==> src/rtl/lpl_pkg.sv <==
// shared types, constants and helpers of the look-ahead peak limiter
package lpl_pkg;

    localparam int SAMPLE_BITS       = 24;
    localparam int FRAC_BITS         = SAMPLE_BITS - 1;
    localparam int MAX_LOOKAHEAD_DEF = 128;
    localparam int CFG_DATA_BITS     = 24;

    localparam logic [SAMPLE_BITS-1:0] UNITY = SAMPLE_BITS'(1) << FRAC_BITS;

    localparam logic [23:0] THRESHOLD_RST = 24'd7476394;
    localparam logic [22:0] CEILING_RST   = 23'd8292218;
    localparam logic [22:0] RELEASE_RST   = 23'd8386930;
    localparam logic [7:0]  WINDOW_RST    = 8'd72;

    typedef enum logic [1:0] {
        CFG_THRESHOLD = 2'd0,
        CFG_CEILING   = 2'd1,
        CFG_RELEASE   = 2'd2,
        CFG_WINDOW    = 2'd3
    } t_cfg_reg;

    typedef struct packed {
        t_cfg_reg                 index;
        logic [CFG_DATA_BITS-1:0] data;
    } t_cfg_write;

    typedef struct packed {
        logic [23:0] threshold;
        logic [22:0] ceiling;
        logic [22:0] release_coef;
        logic [7:0]  window;
    } t_cfg_regs;

    typedef struct packed {
        logic                           action;
        logic signed [SAMPLE_BITS-1:0]  sample_in;
        logic                           sample_invalid;
    } t_in_item;

    typedef struct packed {
        logic signed [SAMPLE_BITS-1:0]  sample_out;
        logic                           faulted;
    } t_out_item;

    typedef enum logic [3:0] {
        ST_CLEAR,
        ST_IDLE,
        ST_SCAN,
        ST_WRITE,
        ST_DIV,
        ST_GMUL,
        ST_GAIN,
        ST_YMUL,
        ST_YOUT,
        ST_EMIT
    } t_state;

    function automatic logic [SAMPLE_BITS-1:0] mag(input logic signed [SAMPLE_BITS-1:0] v);
        logic [SAMPLE_BITS-1:0] r;
        r = v[SAMPLE_BITS-1] ? (~v + SAMPLE_BITS'(1)) : v;
        return r;
    endfunction

endpackage

==> src/rtl/lpl_ring_mem.sv <==
// delay ring storage: one write port, one read port with registered data
module lpl_ring_mem import lpl_pkg::*; #(
    parameter int DEPTH = MAX_LOOKAHEAD_DEF,
    parameter int AW    = (DEPTH > 1) ? $clog2(DEPTH) : 1
) (
    input  logic                          i_clk,
    input  logic                          i_we,
    input  logic [AW-1:0]                 i_waddr,
    input  logic signed [SAMPLE_BITS-1:0] i_wdata,
    input  logic                          i_re,
    input  logic [AW-1:0]                 i_raddr,
    output logic signed [SAMPLE_BITS-1:0] o_rdata
);

    logic signed [SAMPLE_BITS-1:0] mem [DEPTH];

    always_ff @(posedge i_clk) begin
        if (i_we) begin
            mem[i_waddr] <= i_wdata;
        end
        if (i_re) begin
            o_rdata <= mem[i_raddr];
        end
    end

endmodule

==> config.mk <==
export PLATFORM = sky130hd
export DESIGN_NAME = lpl_ring_mem
export DESIGN_NICKNAME = d
export VERILOG_FILES = /design/src/rtl/lpl_pkg.sv /design/src/rtl/lpl_ring_mem.sv
export SDC_FILE = /design/constraint.sdc
export NUM_CORES = 2
export LEC_CHECK = 0
export ABC_AREA = 1
export BUFFER_PORTS_ARGS = -buffer_cell sky130_fd_sc_hd__buf_2
export CORE_ASPECT_RATIO = 0.7
export CORE_MARGIN = 4
export CORE_UTILIZATION = 30
export DETAILED_ROUTE_END_ITERATION = 8
export PLACE_DENSITY = 0.53
export SETUP_SLACK_MARGIN = 0.02
export SYNTH_ARGS = -nofsm -noshare
export SYNTH_HDL_FRONTEND = slang
export SYNTH_SLANG_ARGS = --single-unit
export TNS_END_PERCENT = 100
==> constraint.sdc <==
create_clock -name i_clk -period 7.19 [get_ports i_clk]
set_input_delay 1.438 -clock i_clk [delete_from_list [all_inputs] [get_ports i_clk]]
set_output_delay 1.438 -clock i_clk [all_outputs]
set_load 0.05 [all_outputs]
# [Yosys cells after proc, flatten, opt, wreduce, memory -nomap -nowiden]
# Memories as Yosys holds them, arrays and structs flattened. A register that Yosys moved wholly into a read port is not among the register bits.
# Index checks and enable logic that the tools add are counted.
[word_totals] ram_bits=3072 mem_count=1 ff_bits=0 word_cells=3 out_inout_bits=24
[memory_table] name="mem" depth=128 word_bits=24 read_ports=1 rd_clocked_by_memory_dff=1 wr=1 line_no="lpl_ring_mem.sv:15" rtl="logic signed [SAMPLE_BITS-1:0] mem [DEPTH];"
[classes] muxes=2
[op_table] op="1-bit two-way mux" count=2

# [Logic depth before layout (Yosys ltp)]
[logic_depth] word_depth=2 depth_mapped=13 depth_no_buf=9

# [Worst setup path before layout]
# No wires, ideal clock.
[synth_path] path_kind="input to register" start="input port i_we" end="memory mem[105][0], enable pin" setup_ns=0.405 t_required_ns=6.785 arrival_time_ns=3.084 setup_slack_ns=3.701 stages=4 path_cell_list="clkbuf_1 nand2_1 clkbuf_1 nor2_1"
[synth_between] elab_chain_len=2
[synth_rtl] element="start, declared" line_no="lpl_ring_mem.sv:7" rtl="input logic i_we,"
[synth_rtl] element="1-bit two-way mux" line_no="lpl_ring_mem.sv:18" rtl="if (i_we) begin"
[synth_rtl] element="1-bit two-way mux (not written as such)" line_no="lpl_ring_mem.sv:19" rtl="mem[i_waddr] <= i_wdata;"
[synth_rtl] element="end, declared" line_no="lpl_ring_mem.sv:15"
# No other way between the ends.

==> results by group <==
Status
  – Status: finished clean

Die
  – Starting density of the core: 0.3016
  – Die W: 777.3 um
  – Core area: 412100 um^2
  – I/O pin total: 65
  – Num rows: 197
  – Die Height: 546.5 um
  – Die ar.: 424800 um^2

GRT
  – Remaining global-route overflow: 0
  – Largest net degree at the start of global routing: between 150 and 200
  – Total global-route track usage: 0.1813
  – Vias in the first global route: 74140
  – Initial antenna violation count: 40
  – First-pass GRT wire length: between 500000 and 600000 um

Power
  – Worst vdd ir: 0.0001636 V
  – Total power: 38.05 mW
  – Clock share of power: 0.411
  – Psw: 8.874 mW
  – Sw frac: 0.2332
  – Combinational share of power: 0.064
  – Flop pwr share: 0.525
  – Leakage: about 47 nW
  – Int Power: 29.18 mW
  – Power per Cell Area: 272.0 nW/um^2

Placement
  – Routability-driven placement congestion ratio: 0.8074
  – Dpl cells: 15180
  – Worst slack, placed: roughly 2200 ps
  – Area of placed instances: 130500 um^2
  – Number of I/O port buffers: 64
  – DP Wirelength: 216700 um

STA
  – Normalized max-slew margin: 0.08146
  – Final Cycle Share: 0.5853
  – Fmax: 0.2376 GHz
  – RSZ-0062 raised after global routing: false
  – Worst Tran Pin Value: 1378 ps
  – Clock Skews: 67.21 ps
  – Setup TNS Final: 0 ps
  – Fin worst setup slack: 2982 ps
  – Final Hold Vio Count: 0
  – Fin crit period: 4208 ps
  – Final Max Tran Viols: 0
  – Setup violators final: 0
  – Hold_ws: 877.7 ps

Route
  – DRT antenna net count: 0
  – Iter 0 DRT Violations: 11200
  – Top layer in use: met5
  – Met1 Wirelength: 184000 um
  – Met3 WL: 38320 um
  – Via count: 80600
  – Wire per inst: about 25 um
  – Routed length on met2: 167200 um
  – Final wirelength: 398300 um
  – DRC Markers: 0
  – Drt first pass iters: 6
  – Vias per cell: 5.128

Synthesis
  – Main combinational cell family by area after synthesis: simple AND/OR/NAND/NOR gates
  – Post-Syn Area per Cell: 12.32 um^2
  – Number of synthesis warnings: 0
  – Fraction of synthesized cell area in xor and xnor cells: 0
  – Post-synthesis mux area share: 0
  – Post-Syn Area: roughly 120000 um^2
  – Synth Area in Compound Gates: 0
  – Synth Area in Adders: 0
  – Cells after Synth: between 10000 and 15000
  – Seq cells post-synth: around 3100
  – Syn Nets: 10130
  – Netlist cell types: 15
  – Sequential share of the synthesized area: 0.7480
  – Area share of and/or/nand/nor cells after synthesis: 0.2205

CTS
  – Reg clk slew, reported paths: 60 ps
  – Number of H-tree levels: 5
  – Post CTS Setup Buffer Count: 0
  – # clock sinks: roughly 3100
  – Root buf cell: clkbuf_16
  – Clock Latency Late Sink: 900 ps
  – Post-CTS Hold Fix Bufs: 0
  – Post-CTS sizing: 0
  – CTS Buf Count: 302
  – CTS tree: yes
  – CTS Buffer Depth: 4

Critical path
  – Critical Path RT: 7810 ps
  – Startpoint Class: input pin
  – Cell Chain, Critical Path: buf_8 > inv_8 > buf_12 > nand3_1 > nand3_1 > nand3_1 > nand3_1 > nand3_1 > nand3_1 > nand2_1
  – Critical Path AT: roughly 4800 ps
  – Max incr delay on CP: around 630 ps
  – CP delay by family, top: simple AND/OR/NAND/NOR gates
  – Most used cell, CP: nand3_1
  – CP Capture Type: flip-flop
  – Buf+Inv Stages, Crit Path: 3
  – Kind of critical path: in -> reg
  – Critical-path top delay cell: inv_8
  – CP Max Fanout: 98

Layout
  – Final cell count without fillers: ~16000
  – Share of layout cells above drive strength 1: 0.08103
  – Design Area, Final: ~140000 um^2
  – Commonest cells after routing, fill and taps aside: nand2_1, edfxtp_1, nand3_1, clkbuf_16, buf_4
  – Commonest non-fill, non-tap cell in the layout: nand2_1
  – Final core occ: 0.3395
  – Layout net count: 10050
  – Layout area overhead: 12.56%
  – Filler cells: 40500

Min path
  – Hold WC Path Type: in -> reg

Job
  – Max-Cap Viols: 0
## final timing paths
| kind | startpoint | endpoint | slack, ps | cells after the start |
|---|---|---|---|---|
| min reg2reg | mem[80][1] | o_rdata[1] | 960 | 8 |
| max | i_raddr[1] | o_rdata[9] | 2980 | 10 |
| min | i_wdata[18] | mem[29][18] | 880 | 1 |
| max reg2reg | mem[51][9] | o_rdata[9] | 4650 | 8 |
## layer usage
layer,vias up,track usage
li1,36000,-
met1,40290,0.2854
met2,3809,0.2544
met3,496,0.03393
met4,2,0.04439
met5,-,0
## Yosys cell counts
cell | instances | share of area
nand3_1 | 3027 | 0.12
buf_6 | 60 | 0.0054
nor2_1 | 134 | 0.0040
inv_2 | 1 | 0.000030
inv_1 | 20 | 0.00060
clkbuf_1 | 94 | 0.0028
nand2_1 | 3119 | 0.094
buf_1 | 63 | 0.0019
buf_2 | 387 | 0.016
nor3_1 | 8 | 0.00032
edfxtp_1 | 3096 | 0.75
inv_4 | 1 | 0.000050
clkinv_1 | 2 | 0.000060
buf_4 | 78 | 0.0047
buf_12 | 2 | 0.00032
## sequential cells by signal, summed over array words and instances (netlist names)
name,cells
mem,3072
o_rdata,24
## final cells by class
cell class / count / area [um^2] / share of cell area
clock buffers: 381 / 8024 / 0.05736
repair buffers: 301 / 2724 / 0.01947
inverters: 24 / 132.6 / 0.0009480
flip-flops and latches: 3096 / 92970 / 0.6645
well taps: 5472 / 6847 / 0.04894
multi-input cells: 6288 / 27850 / 0.1991
clock inverters: 141 / 1313 / 0.009382
diodes: 16 / 40.04 / 0.0002862
## power by group through the flow
stage	Combinational [mW]	Clock [mW]	Sequential [mW]
3_5_place_dp	2.41	0	20.4
5_1_grt	2.60	16.6	20.0
2_1_floorplan	1.23	0	20.4
6_report	2.43	15.6	20.0
3_3_place_gp	2.40	0	20.4
4_1_cts	2.41	15.9	20.0
## cells by family (layout without fill, tap and decap cells)
family                 after synthesis  after routing
other                                0             16
DFF                               3096           3096
and+or+nand+nor                   6288           6288
buffers and inverters              708            847
No activity file was read; power rests on OpenSTA's default activity.
