### config.mk
export PLATFORM = sky130hd
export DESIGN_NAME = lpl_div
export DESIGN_NICKNAME = d
export VERILOG_FILES = /design/src/rtl/lpl_pkg.sv /design/src/rtl/lpl_div.sv
export SDC_FILE = /design/constraint.sdc
export NUM_CORES = 1
export LEC_CHECK = 0
export ABC_AREA = 1
export BUFFER_PORTS_ARGS = -buffer_cell sky130_fd_sc_hd__buf_2
export CORE_MARGIN = 8
export CORE_UTILIZATION = 40
export DETAILED_ROUTE_END_ITERATION = 10
export PLACE_DENSITY_LB_ADDON = 0.05
export REMOVE_ABC_BUFFERS = 1
export SYNTH_ARGS = -nofsm -noshare
export SYNTH_HDL_FRONTEND = slang
export SYNTH_SLANG_ARGS = --single-unit
### constraint.sdc
create_clock -name i_clk -period 2.6 [get_ports i_clk]
set_clock_uncertainty 0.05 [all_clocks]
set_input_delay 0.39 -clock i_clk [delete_from_list [all_inputs] [get_ports i_clk]]
set_output_delay 0.39 -clock i_clk [all_outputs]
set_load 0.01 [all_outputs]
### src/rtl/lpl_pkg.sv
// shared types, constants and helpers of the look-ahead peak limiter
package lpl_pkg;

    localparam int SAMPLE_BITS       = 24;
    localparam int FRAC_BITS         = SAMPLE_BITS - 1;
    localparam int MAX_LOOKAHEAD_DEF = 128;
    localparam int CFG_DATA_BITS     = 24;

    localparam logic [SAMPLE_BITS-1:0] UNITY = SAMPLE_BITS'(1) << FRAC_BITS;

    localparam logic [23:0] THRESHOLD_RST = 24'd7476394;
    localparam logic [22:0] CEILING_RST   = 23'd8292218;
    localparam logic [22:0] RELEASE_RST   = 23'd8386930;
    localparam logic [7:0]  WINDOW_RST    = 8'd72;

    typedef enum logic [1:0] {
        CFG_THRESHOLD = 2'd0,
        CFG_CEILING   = 2'd1,
        CFG_RELEASE   = 2'd2,
        CFG_WINDOW    = 2'd3
    } t_cfg_reg;

    typedef struct packed {
        t_cfg_reg                 index;
        logic [CFG_DATA_BITS-1:0] data;
    } t_cfg_write;

    typedef struct packed {
        logic [23:0] threshold;
        logic [22:0] ceiling;
        logic [22:0] release_coef;
        logic [7:0]  window;
    } t_cfg_regs;

    typedef struct packed {
        logic                           action;
        logic signed [SAMPLE_BITS-1:0]  sample_in;
        logic                           sample_invalid;
    } t_in_item;

    typedef struct packed {
        logic signed [SAMPLE_BITS-1:0]  sample_out;
        logic                           faulted;
    } t_out_item;

    typedef enum logic [3:0] {
        ST_CLEAR,
        ST_IDLE,
        ST_SCAN,
        ST_WRITE,
        ST_DIV,
        ST_GMUL,
        ST_GAIN,
        ST_YMUL,
        ST_YOUT,
        ST_EMIT
    } t_state;

    function automatic logic [SAMPLE_BITS-1:0] mag(input logic signed [SAMPLE_BITS-1:0] v);
        logic [SAMPLE_BITS-1:0] r;
        r = v[SAMPLE_BITS-1] ? (~v + SAMPLE_BITS'(1)) : v;
        return r;
    endfunction

endpackage

### src/rtl/lpl_div.sv
// restoring divider for threshold * 2^23 / peak, one quotient bit per cycle
module lpl_div import lpl_pkg::*; (
    input  logic                   i_clk,
    input  logic                   i_rst_n,
    input  logic                   i_start,
    input  logic [SAMPLE_BITS-1:0] i_dividend,
    input  logic [SAMPLE_BITS-1:0] i_divisor,
    output logic                   o_done,
    output logic [SAMPLE_BITS-1:0] o_quotient
);

    localparam int CNT_W = $clog2(FRAC_BITS + 1);

    logic                   r_busy;
    logic                   r_done;
    logic [CNT_W-1:0]       r_cnt;
    logic [SAMPLE_BITS:0]   r_rem;
    logic [SAMPLE_BITS-1:0] r_quo;
    logic [SAMPLE_BITS-1:0] r_dvs;

    logic [SAMPLE_BITS:0]   rem2;
    logic                   ge;
    logic [SAMPLE_BITS:0]   n_rem;

    // dividend < divisor on start, so remainder stays below the divisor
    always_comb begin
        rem2  = {r_rem[SAMPLE_BITS-1:0], 1'b0};
        ge    = rem2 >= {1'b0, r_dvs};
        n_rem = ge ? (rem2 - {1'b0, r_dvs}) : rem2;
    end

    always_ff @(posedge i_clk) begin
        if (!i_rst_n) begin
            r_busy <= 1'b0;
            r_done <= 1'b0;
            r_cnt  <= '0;
        end else begin
            r_done <= 1'b0;
            if (i_start) begin
                r_busy <= 1'b1;
                r_cnt  <= CNT_W'(FRAC_BITS);
            end else if (r_busy) begin
                r_cnt <= r_cnt - CNT_W'(1);
                if (r_cnt == CNT_W'(1)) begin
                    r_busy <= 1'b0;
                    r_done <= 1'b1;
                end
            end
        end
    end

    always_ff @(posedge i_clk) begin
        if (i_start) begin
            r_rem <= {1'b0, i_dividend};
            r_quo <= '0;
            r_dvs <= i_divisor;
        end else if (r_busy) begin
            r_rem <= n_rem;
            r_quo <= {r_quo[SAMPLE_BITS-2:0], ge};
        end
    end

    assign o_done     = r_done;
    assign o_quotient = r_quo;

endmodule

# --- Word-level counts from Yosys, hierarchy flattened ---
# Index checks and enable logic that the tools add are counted.
op_classes:
  addsub: 2
  n_lt_le_gt_ge: 1
  n_eq_ne: 1
  n_mux: 9
  n_bitwise: 2
  reduce_logical: 3
ops:
  columns: ["operator", "count"]
  rows:
  - ["2-to-1 mux 24 bit", 3]
  - [">= comparator 25 x 24 -> 1 bit", 1]
  - ["subtractor 24 bit", 1]
  - ["2-to-1 mux 5 bit", 2]
  - ["== test 5 x 1 -> 1 bit, second input constant", 1]
  - ["subtractor 5 x 1 -> 5 bit, second input constant", 1]
  - ["2-to-1 mux 1 bit", 4]
  - ["OR reduction 3 bit", 1]
  - ["inverter 1 bit", 2]
  - ["nonzero test 2 bit", 1]
  - ["OR reduction 2 bit", 1]
word_totals:
  reg_bits: 79
  input_bits: 51
  out_inout_bits: 25
  wordCells: 25

# --- Logic depth before layout (Yosys ltp) ---
logic_depth:
  ltp_word: 4
  depth_mapped: 15
  depth_no_buf: 15

# --- Least setup slack after synthesis ---
# OpenSTA, ideal clock, no wires.
synth_timing:
  path_type: "register to register"
  start: "register r_rem[15]"
  end: "register r_rem[1] (data pin)"
  setup_ns: 0.254
  arrival_time_ns: 1.716
  required_ns: 2.296
  path_slack_ns: 0.580
  stages_incl_launch_ff: 13
  path_buffers: 1
  period_less_slack_ns: 2.020
  path_cell_list: "edfxtp_1 -> ha_1 -> nand2_1 -> inv_2 -> nand2_1 -> nand2_1 -> inv_1 -> nand2_1 -> a21oi_4 -> buf_2 -> nand4_1 -> nand3_1 -> nand2_1"
synth_via:
  elab_chain_len: 4
synth_lines:
  columns: ["element", "line", "text"]
  rows:
  - ["from (decl)", "lpl_div.sv:17", "logic [SAMPLE_BITS:0] r_rem;"]
  - ["from (signal assigned)", "lpl_div.sv:54", "r_rem <= {1'b0, i_dividend};"]
  - ["from (signal assigned)", "lpl_div.sv:58", "r_rem <= n_rem;"]
  - [">= comparator 25 x 24 -> 1 bit", "lpl_div.sv:28", "ge = rem2 >= {1'b0, r_dvs};"]
  - ["2-to-1 mux 24 bit", "lpl_div.sv:29", "n_rem = ge ? (rem2 - {1'b0, r_dvs}) : rem2;"]
  - ["2-to-1 mux 24 bit", "lpl_div.sv:57", "end else if (r_busy) begin"]
  - ["2-to-1 mux 24 bit", "lpl_div.sv:53", "if (i_start) begin"]
# No other way between the ends. The select of a mux whose other input is x is not followed.
# A chain may end at the register's enable or synchronous reset.

# --- Worst setup path after layout ---
layout_timing:
  start: "register r_rem[15]"
  end: "register r_rem[7] (data pin)"
# The elaborated chain is that of the path after synthesis.

==> impl_metrics.env <==
export IMPL_cts_path_max_buffers=2
export IMPL_drive_above_1_share=0.1576
export IMPL_die_area_um2=16660
export IMPL_cp_required_ns=2.63
export IMPL_critPathMaxFanout=12
export IMPL_track_usage=0.1838
export IMPL_die_x_um=129.1
export IMPL_wirelength_um=14330
export IMPL_finalNetCount=885
export IMPL_grt_overflow=0
export IMPL_dp_hpwl_um=11100
export IMPL_setup_viol=0
export IMPL_cpMaxStageDelayCell="edfxtp_1"
export IMPL_cts_clk_slew_worst_paths_ns=0.06
export IMPL_powerDensity_nw_per_um2=777.4
export IMPL_synth_area_um2=5115
export IMPL_cp_buffers_inverters=3
export IMPL_avgSynthCellArea_um2=7.075
export IMPL_cts_setup_buffers=0
export IMPL_final_max_slew_viol_count=0
export IMPL_drt_iter0_markers=237
export IMPL_diodes=0
export IMPL_grt_pass1_wl_um=23960
export IMPL_fillers=1320
export IMPL_placementRows=41
export IMPL_ys_seq_area_frac=0.4031
export IMPL_wire_per_inst_um=14.56
export IMPL_cts_made_buffers=9
export IMPL_synth_seq_cells=79
export IMPL_leakagePower_nw=3.196
export IMPL_hold_class="primary input to flop"
export IMPL_ios=76
export IMPL_design_core_area_um2=12570
export IMPL_post_route_min_period_ns=2.351
export IMPL_clk_latency_ns=0.35
export IMPL_post_cts_resize_count=0
export IMPL_status="completed"
export IMPL_fmax_mhz=425.4
export IMPL_grt_max_degree=28
export IMPL_crit_top_cell="nand2_1"
export IMPL_ys_types=36
export IMPL_root_buffer="clkbuf_16"
export IMPL_setup_tns_ns=0
export IMPL_cp_arrival_ns=2.38
export IMPL_cts_hold_buffers=0
export IMPL_post_route_period_util=0.9042
export IMPL_routabilityCongestion=0.8576
export IMPL_end_kind="flop"
export IMPL_hold_viol=0
export IMPL_antenna_found_initial=0
export IMPL_grt_setup_unrepaired="no"
export IMPL_path_delay_family="simple AND/OR/NAND/NOR gates"
export IMPL_crit_path_start_kind="flop"
export IMPL_ir_drop_v=0.0003777
export IMPL_viasPerCell=4.744
export IMPL_maxCapViolations=0
export IMPL_slew_headroom=0.5447
export IMPL_first_pass_iters=5
export IMPL_worst_pin_slew_ns=0.6822
export IMPL_die_y_um=129.1
export IMPL_ant_nets=0
export IMPL_fin_ws_ns=0.2491
export IMPL_synthToLayoutAreaGrowth_pct=18.98
export IMPL_crit_type="flop to flop"
export IMPL_drc=0
export IMPL_syn_inst=723
export IMPL_path_cells="ha_1 > nand2_1 > inv_2 > nand2_1 > nand2_1 > inv_1 > nand2_1 > a21oi_4 > buf_4 > nand4_1 > nand3_1 > nand2_1"
export IMPL_cts_num_sinks=79
export IMPL_portBuffers=75
export IMPL_place_ws_ns=0.2770
export IMPL_cts_tree="yes"
export IMPL_first_global_vias=4957
export IMPL_yosys_warnings=0
export IMPL_start_util=0.4070
export IMPL_vias=4668
export IMPL_max_stage_delay_ns=0.39
export IMPL_htreeDepth=3
path summary, 6_finish.rpt:
path                               start                          end  slack, ns  depth (start not counted)
max                  r_rem[15]$_DFFE_PP_           r_rem[7]$_DFFE_PP_       0.25                         12
min                         i_divisor[4]           r_dvs[4]$_DFFE_PP_       0.17                          1
max reg2reg          r_rem[15]$_DFFE_PP_           r_rem[7]$_DFFE_PP_       0.25                         12
min reg2reg  o_quotient[23]$_SDFFE_PP0P_  o_quotient[23]$_SDFFE_PP0P_       0.41                          2
synth_stat cells:
master,number,area share
a21oi_1,12,0.012
a21oi_4,1,0.0032
a221oi_1,1,0.0017
a31oi_1,1,0.0012
and2_1,1,0.0012
buf_2,7,0.0068
buf_6,2,0.0044
clkbuf_1,8,0.0059
clkinv_1,3,0.0022
dfxtp_1,31,0.12
edfxtp_1,48,0.28
fa_1,1,0.0039
ha_1,26,0.064
inv_1,154,0.11
inv_2,12,0.0088
nand2_1,247,0.18
nand2_2,2,0.0024
nand3_1,44,0.043
nand3_2,2,0.0039
nand3_4,1,0.0034
nand3b_1,3,0.0044
nand4_1,30,0.037
nor2_1,34,0.025
nor2_2,4,0.0049
nor3_1,4,0.0039
nor3_2,1,0.0020
o211ai_1,1,0.0015
o21a_1,1,0.0015
o21ai_0,3,0.0029
o21ai_1,1,0.00098
o22ai_1,22,0.027
o31ai_1,1,0.0015
or2_1,1,0.0012
or2_2,1,0.0012
xnor2_1,9,0.015
xor2_1,3,0.0051
final cells by class:
class | count | area (um2) | area share
tap | 172 | 215.2 | 0.03536
timing repair buffer | 90 | 513.0 | 0.08429
inverter | 169 | 634.4 | 0.1042
sequential | 79 | 2062 | 0.3388
multi-input combinational | 458 | 2331 | 0.3830
clock inverter | 3 | 47.55 | 0.007812
clock buffer | 13 | 282.8 | 0.04646
power breakdown:
group | switching (W) | internal (W) | leakage (nW)
registers | 0.0000642 | 0.00149 | 0.730
logic | 0.00113 | 0.000649 | 2.31
clock network | 0.000526 | 0.000865 | 0.160
stage by stage:
step | total power [W] | hold WS [ns] | instance area (um2) | std cells | util
after detailed placement | 0.003365 | 0.3965 | 5756 | 968 | 0.4579
after global routing | 0.005093 | 0.1579 | 6086 | 984 | 0.4842
after floorplan | 0.002809 | 0.3946 | 5027 | 706 | -
after global placement | 0.003366 | 0.3970 | 5756 | 968 | 0.4579
final | 0.004731 | 0.1691 | 6086 | 984 | 0.4842
after CTS | 0.004770 | 0.1531 | 6086 | 984 | 0.4842
flip-flops by register name (all words and copies together), names as in the netlist:
signal,flops
o_quotient,24
r_busy,1
o_done,1
r_rem,24
r_cnt,5
r_dvs,24
cells by family after synthesis:
kind of cell	Yosys count	synth area share
simple gates	375	0.3146
buf+inv	186	0.1411
flops	79	0.4031
compound gates	44	0.05308
fa+ha+maj	27	0.06751
xor+xnor	12	0.02055
worst reg2reg max path, stage by stage, from the launching register on:
cell	delay [ns]
edfxtp_1	0.39
ha_1	0.38
nand2_1	0.20
inv_2	0.06
nand2_1	0.06
nand2_1	0.07
inv_1	0.05
nand2_1	0.10
a21oi_4	0.20
buf_4	0.24
nand4_1	0.10
nand3_1	0.09
nand2_1	0.09
routing by layer:
layer / vias to the layer above / GRT usage / routed length (um)
li1: 2428 / - / -
met1: 2104 / 0.2247 / 6672
met2: 117 / 0.3097 / 6583
met3: 19 / 0.04150 / 800
met4: 0 / 0.06911 / 274
met5: - / 0 / 0
cell usage in the layout, fill, tap and decap left out, types with 2 or more instances in the layout:
cell type / n
a21oi_1: 12
nand3_2: 2
nand3_1: 44
clkinv_1: 3
nand3b_1: 3
edfxtp_1: 48
nand4_1: 30
inv_1: 154
ha_1: 26
buf_12: 2
nor3_1: 4
xnor2_1: 9
inv_2: 12
buf_4: 13
clkbuf_16: 11
nor2_2: 4
dfxtp_1: 31
o22ai_1: 22
o21ai_0: 3
xor2_1: 3
nand2_2: 2
buf_2: 75
clkbuf_1: 2
clkinv_4: 2
nand2_1: 247
nor2_1: 34
Note: power is estimated with default switching activity, not from simulation.
